**config.mk**
```make
export PLATFORM = sky130hd
export DESIGN_NAME = modular_inverse_euclid_unit
export DESIGN_NICKNAME = d
export VERILOG_FILES = /design/src/meu_pkg.sv /design/src/modular_inverse_euclid_unit.sv /design/src/meu_divmul.sv
export SDC_FILE = /design/constraint.sdc
export NUM_CORES = 1
export LEC_CHECK = 0
export ABC_AREA = 1
export BUFFER_PORTS_ARGS = -buffer_cell sky130_fd_sc_hd__buf_2
export CAP_MARGIN = 20
export CORE_AREA = 5 5 227 229
export CTS_CLUSTER_SIZE = 14
export DETAILED_ROUTE_END_ITERATION = 6
export DIE_AREA = 0 0 232 234
export GPL_TIMING_DRIVEN = 0
export PLACE_DENSITY = 0.68
export SLEW_MARGIN = 20
export SYNTH_ARGS = -nofsm -noshare
export SYNTH_HDL_FRONTEND = slang
export SYNTH_HIERARCHICAL = 1
export SYNTH_SLANG_ARGS = --single-unit
export TNS_END_PERCENT = 30
```
**constraint.sdc**
```tcl
create_clock -name clk -period 14.25 [get_ports clk]
set_input_delay 1.425 -clock clk [delete_from_list [all_inputs] [get_ports clk]]
set_output_delay 1.425 -clock clk [all_outputs]
set_load 0.01 [all_outputs]
```
**src/meu_pkg.sv**
```systemverilog
// Shared types for the modular inverse unit.
package meu_pkg;

  // Status reported by the iterative divide/multiply unit.
  typedef struct packed {
    logic busy;
    logic done;
  } div_stat_t;

endpackage

```
**src/modular_inverse_euclid_unit.sv**
```systemverilog
// Modular inverse by the extended Euclidean iteration, top level.
//
// Pulse start with in_value and in_modulus while busy is low; the pair is
// taken at that edge and busy rises. Each Euclid round runs one bit-serial
// division in the shared divide/multiply unit; when in_value is zero no
// round runs and the result strobe follows the first check. out_inverse is
// valid for the single cycle in which out_valid is high and must be captured
// then; busy falls in that same cycle, so the next start may coincide with
// the strobe. Inputs are assumed coprime; for other pairs the same iteration
// runs and its result is given.
module modular_inverse_euclid_unit #(
  parameter int OPERAND_BITS = 31
) (
  input  logic                    clk,
  input  logic                    rst_n,
  input  logic                    start,
  output logic                    busy,
  input  logic [OPERAND_BITS-1:0] in_value,
  input  logic [OPERAND_BITS-1:0] in_modulus,
  output logic                    out_valid,
  output logic [OPERAND_BITS-1:0] out_inverse
);

  localparam int W = OPERAND_BITS;
  localparam int C = OPERAND_BITS + 1;

  localparam logic [1:0] ST_IDLE  = 2'd0;
  localparam logic [1:0] ST_CHECK = 2'd1;
  localparam logic [1:0] ST_DIV   = 2'd2;
  localparam logic [1:0] ST_FIN   = 2'd3;

  logic [1:0]   state_r, state_nxt;
  logic [W-1:0] a_r, a_nxt;
  logic [W-1:0] b_r, b_nxt;
  logic [W-1:0] m_r, m_nxt;
  logic [C-1:0] lastx_r, lastx_nxt;
  logic [C-1:0] x_r, x_nxt;
  logic         out_valid_r, out_valid_nxt;
  logic [W-1:0] out_inv_r, out_inv_nxt;
  logic         div_start;
  logic [W-1:0] div_rem;
  logic [C-1:0] div_prod;
  logic [C-1:0] fix_sum;
  meu_pkg::div_stat_t div_stat;

  meu_divmul #(.W(W)) u_divmul (
    .clk       (clk),
    .rst_n     (rst_n),
    .start     (div_start),
    .dividend  (a_r),
    .divisor   (b_r),
    .mcand     (x_r),
    .remainder (div_rem),
    .product   (div_prod),
    .stat      (div_stat)
  );

  assign fix_sum = lastx_r + {1'b0, m_r};

  always_comb begin
    state_nxt     = state_r;
    a_nxt         = a_r;
    b_nxt         = b_r;
    m_nxt         = m_r;
    lastx_nxt     = lastx_r;
    x_nxt         = x_r;
    out_valid_nxt = 1'b0;
    out_inv_nxt   = out_inv_r;
    div_start     = 1'b0;
    case (state_r)
      ST_IDLE: begin
        if (start) begin
          a_nxt     = in_modulus;
          b_nxt     = in_value;
          m_nxt     = in_modulus;
          lastx_nxt = '0;
          x_nxt     = C'(1);
          state_nxt = ST_CHECK;
        end
      end
      ST_CHECK: begin
        if (b_r == '0) begin
          state_nxt = ST_FIN;
        end else begin
          div_start = 1'b1;
          state_nxt = ST_DIV;
        end
      end
      ST_DIV: begin
        // Advance the remainder and coefficient pairs once the quotient is in.
        if (div_stat.done) begin
          a_nxt     = b_r;
          b_nxt     = div_rem;
          lastx_nxt = x_r;
          x_nxt     = lastx_r - div_prod;
          state_nxt = ST_CHECK;
        end
      end
      ST_FIN: begin
        out_inv_nxt   = lastx_r[C-1] ? fix_sum[W-1:0] : lastx_r[W-1:0];
        out_valid_nxt = 1'b1;
        state_nxt     = ST_IDLE;
      end
      default: begin
        state_nxt = ST_IDLE;
      end
    endcase
  end

  always_ff @(posedge clk) begin
    if (!rst_n) begin
      state_r     <= ST_IDLE;
      out_valid_r <= 1'b0;
    end else begin
      state_r     <= state_nxt;
      out_valid_r <= out_valid_nxt;
    end
  end

  always_ff @(posedge clk) begin
    a_r       <= a_nxt;
    b_r       <= b_nxt;
    m_r       <= m_nxt;
    lastx_r   <= lastx_nxt;
    x_r       <= x_nxt;
    out_inv_r <= out_inv_nxt;
  end

  assign busy        = (state_r != ST_IDLE);
  assign out_valid   = out_valid_r;
  assign out_inverse = out_inv_r;

  a_accept_busy: assert property (@(posedge clk) disable iff (!rst_n)
    (start && !busy) |=> busy) else $error("accepted transaction did not raise busy");

  a_strobe_idle: assert property (@(posedge clk) disable iff (!rst_n)
    out_valid_r |-> (state_r == ST_IDLE)) else $error("result strobe outside idle");

  a_done_in_div: assert property (@(posedge clk) disable iff (!rst_n)
    div_stat.done |-> (state_r == ST_DIV)) else $error("divider done outside divide state");

  a_div_busy: assert property (@(posedge clk) disable iff (!rst_n)
    div_stat.busy |-> (state_r == ST_DIV)) else $error("divider running outside divide state");

endmodule

```
**src/meu_divmul.sv**
```systemverilog
// Bit-serial restoring divider that forms quotient times a multiplicand as it goes.
module meu_divmul #(
  parameter int W = 31
) (
  input  logic                 clk,
  input  logic                 rst_n,
  input  logic                 start,
  input  logic [W-1:0]         dividend,
  input  logic [W-1:0]         divisor,
  input  logic [W:0]           mcand,
  output logic [W-1:0]         remainder,
  output logic [W:0]           product,
  output meu_pkg::div_stat_t   stat
);

  localparam int CW = $clog2(W + 1);

  logic [W-1:0]  rem_r, rem_nxt;
  logic [W-1:0]  dvd_r, dvd_nxt;
  logic [W-1:0]  div_r, div_nxt;
  logic [W:0]    mc_r, mc_nxt;
  logic [W:0]    prod_r, prod_nxt;
  logic [CW-1:0] cnt_r, cnt_nxt;
  logic          busy_r, busy_nxt;
  logic          done_r, done_nxt;
  logic [W:0]    trial;
  logic          ge;

  // One quotient bit per cycle, MSB first.
  assign trial = {rem_r, dvd_r[W-1]};
  assign ge    = (trial >= {1'b0, div_r});

  always_comb begin
    rem_nxt  = rem_r;
    dvd_nxt  = dvd_r;
    div_nxt  = div_r;
    mc_nxt   = mc_r;
    prod_nxt = prod_r;
    cnt_nxt  = cnt_r;
    busy_nxt = busy_r;
    done_nxt = 1'b0;
    if (start && !busy_r) begin
      rem_nxt  = '0;
      dvd_nxt  = dividend;
      div_nxt  = divisor;
      mc_nxt   = mcand;
      prod_nxt = '0;
      cnt_nxt  = CW'(W);
      busy_nxt = 1'b1;
    end else if (busy_r) begin
      rem_nxt  = ge ? W'(trial - {1'b0, div_r}) : trial[W-1:0];
      dvd_nxt  = {dvd_r[W-2:0], 1'b0};
      // Horner accumulation of q*x, wrapping at the coefficient width.
      prod_nxt = {prod_r[W-1:0], 1'b0} + (ge ? mc_r : '0);
      cnt_nxt  = cnt_r - CW'(1);
      if (cnt_r == CW'(1)) begin
        busy_nxt = 1'b0;
        done_nxt = 1'b1;
      end
    end
  end

  always_ff @(posedge clk) begin
    if (!rst_n) begin
      busy_r <= 1'b0;
      done_r <= 1'b0;
      cnt_r  <= '0;
    end else begin
      busy_r <= busy_nxt;
      done_r <= done_nxt;
      cnt_r  <= cnt_nxt;
    end
  end

  always_ff @(posedge clk) begin
    rem_r  <= rem_nxt;
    dvd_r  <= dvd_nxt;
    div_r  <= div_nxt;
    mc_r   <= mc_nxt;
    prod_r <= prod_nxt;
  end

  assign remainder = rem_r;
  assign product   = prod_r;
  assign stat.busy = busy_r;
  assign stat.done = done_r;

  a_done_pulse: assert property (@(posedge clk) disable iff (!rst_n)
    done_r |=> !done_r) else $error("divider done held longer than one cycle");

  a_done_idle: assert property (@(posedge clk) disable iff (!rst_n)
    done_r |-> !busy_r) else $error("divider done while still iterating");

  a_rem_bound: assert property (@(posedge clk) disable iff (!rst_n)
    done_r |-> (rem_r < div_r)) else $error("remainder not below divisor");

endmodule
```
==> impl_results.md <==
* DRT iter0 DRCs at ~1500
* Most frequent cells in the layout: 996 x nand2_1, 393 x inv_1, 282 x edfxtp_1, 238 x nor2_1, 171 x a21oi_1
* DIE WIDTH at 232 um
* Num rows at between 80 and 90
* Worst-Skew Late Latency at 0.57 ns
* Critical path's largest stage delay at between 0.4 and 0.5 ns
* Number of port buffers at 97
* Maximum clock rate at 227.7 MHz
* Crit-path slowest cell: o21ai_0
* Yosys warns at 6
* Fin. Hold Viols at 0
* Setup WS pre-CTS at 9.930 ns
* Routed via count at between 15000 and 20000
* Syn avg cell area at 7.747 um^2
* RSZ-0062 raised after global routing: false
* Vias in the first global route at 18500
* # clock sinks at 355
* CTS clk-pin slew, worst paths at 0.06 ns
* Final Power at roughly 4.9 mW
* Setup bufs post-CTS at 0
* Hold crit path type: flop to flop
* Outcome: complete, no violations
* Max-slew headroom at between 20% and 30%
* Max FO, Critical Path at 10
* Worst EP arrival at 4.85 ns
* Setup TNS at 0 ns
* GRT overflow at 0
* Worst setup SP type: flop
* Gate power share at 43.8%
* # DRC at 0
* Skew final at 0.01587 ns
* Syn Inst Count at 2828
* Root Driver: clkbuf_16
* TritonCTS Buffers at 39
* Post-DP HPWL at 52450 um
* Slew Limit Fails at 0
* CTS tree: done
* Die Y at around 230 um
* Full die area at between 0.05 and 0.06 mm^2
* Worst slew pin tran at 1.077 ns
* DRT Pass-1 Iters at 5
* Initial antenna violation count at 1
* Layout Nets at between 3000 and 4000
* Setup ws final at 9.858 ns
* Final Setup Violations at 0
* Longest Clk Path Bufs at 3
* Sw power at 2.092 mW
* Most common cell after layout, fill and taps aside: nand2_1
* Critical Path Most Common Cell: nand2_1
* First-pass GRT wire length at 102300 um
* Layout cells sized above 1 at 9.121%
* Post-route minimum period at approximately 4.4 ns
* Depth of the CTS H-tree at 2
* Required time worst endpoint at between 10 and 15 ns
* Crit. End Element: flop
* GRT Total Usage at 24.06%
* Antenna Cells at 0
* WL final at around 66000 um
* CP Class: flop to flop
* VDD IR max at 92.81 uV
* Synth Cell Area at about 0.022 mm^2
* Placement Cell Area at 0.02342 mm^2
* Area delta synth->final at 13.17%
* Internal Pwr Total at 2.778 mW
* Max-cap viol count at 0
* Pin count of the biggest net entering global routing at 43
* # IOs at 98
* Sw Ratio at 42.96%
* Hold-fix buffers at CTS at 0
* Initial Utilization at 44.30%
* Core box area at 0.04945 mm^2
* Seq pwr share at 33.9%
* Post-DRT Antenna Nets at 0
* Design area at 0.02480 mm^2
* Global placer's final weighted congestion at a little under 1
* Power Density at about 200 mW/mm^2
* Leak at 11.65 nW
* Clock power share at 22.3%
* Synth Net Count at slightly above 3000
* CTS resizes at 0
* Drt via density at 5.235
* Avg WL per Cell at roughly 18 um
* Fin crit share at between 30% and 40%
==> per-layer routing <==
| metal | global-route usage (%) | vias up | routed length (um) | share of wire [%] |
|---|---|---|---|---|
| met5 | 0 | - | 0 | 0 |
| met4 | 9.047 | 0 | 2799 | 4.2 |
| met3 | 3.160 | 123 | 4474 | 6.8 |
| met2 | 39.05 | 700 | 29500 | 45 |
| met1 | 33.19 | 8976 | 29110 | 44 |
| li1 | - | 9445 | - | - |
==> final cells by class <==
| type | count | area (um^2) |
|---|---|---|
| clock inverter | 22 | 320.3 |
| timing repair buffer | 104 | 648.1 |
| multi-input combinational | 2017 | 10190 |
| fill | 4845 | 24660 |
| clock buffer | 50 | 1057 |
| inverter | 400 | 1506 |
| buffer | 56 | 306.5 |
| sequential | 355 | 9930 |
| tap | 672 | 840.8 |
==> path summary, 6_finish.rpt <==
check	start	to	slack, ns	cells past startpoint
max	u_divmul/dvd_r[30]	u_divmul/product[31]	9.86	29
min reg2reg	x_r[4]	u_divmul/mc_r[4]	0.46	0
max reg2reg	u_divmul/dvd_r[30]	u_divmul/product[31]	9.86	29
min	x_r[4]	u_divmul/mc_r[4]	0.46	0
==> metrics by stage <==
stage          hold WS, ns  util (%)  cells
2_1_floorplan       0.4264         -   2828
3_3_place_gp        0.4447     46.99   3597
3_5_place_dp        0.4344     47.35   3604
6_report            0.4588     50.14   3676
4_1_cts             0.4550     50.14   3676
5_1_grt             0.4713     50.14   3676
==> power by group through the flow <==
stage	combinational, mW	clock (mW)	sequential (mW)
after floorplan	1.54	0	1.59
after global placement	2.04	0	1.69
after detailed placement	2.10	0	1.66
after CTS	2.11	1.10	1.65
after global routing	2.39	1.15	1.67
final	2.13	1.09	1.65
==> registers in the layout, indices dropped and copies added, names as in the netlist <==
name	cells
a_r	31
b_r	31
lastx_r	32
m_r	31
out_inverse	31
out_valid	1
state_r	2
u_divmul/busy_r	1
u_divmul/cnt_r	5
u_divmul/div_r	31
u_divmul/done_r	1
u_divmul/dvd_r	31
u_divmul/mc_r	32
u_divmul/product	32
u_divmul/remainder	31
x_r	32
==> critical path: cells and delay by family (launching register included) <==
family	cells	cell delay (ns)
simple gates	18	1.70
fa+ha+maj	4	1.05
buf+inv	5	0.58
compound gates	2	0.56
flops	1	0.38
Power figures use the tool's default switching activity.
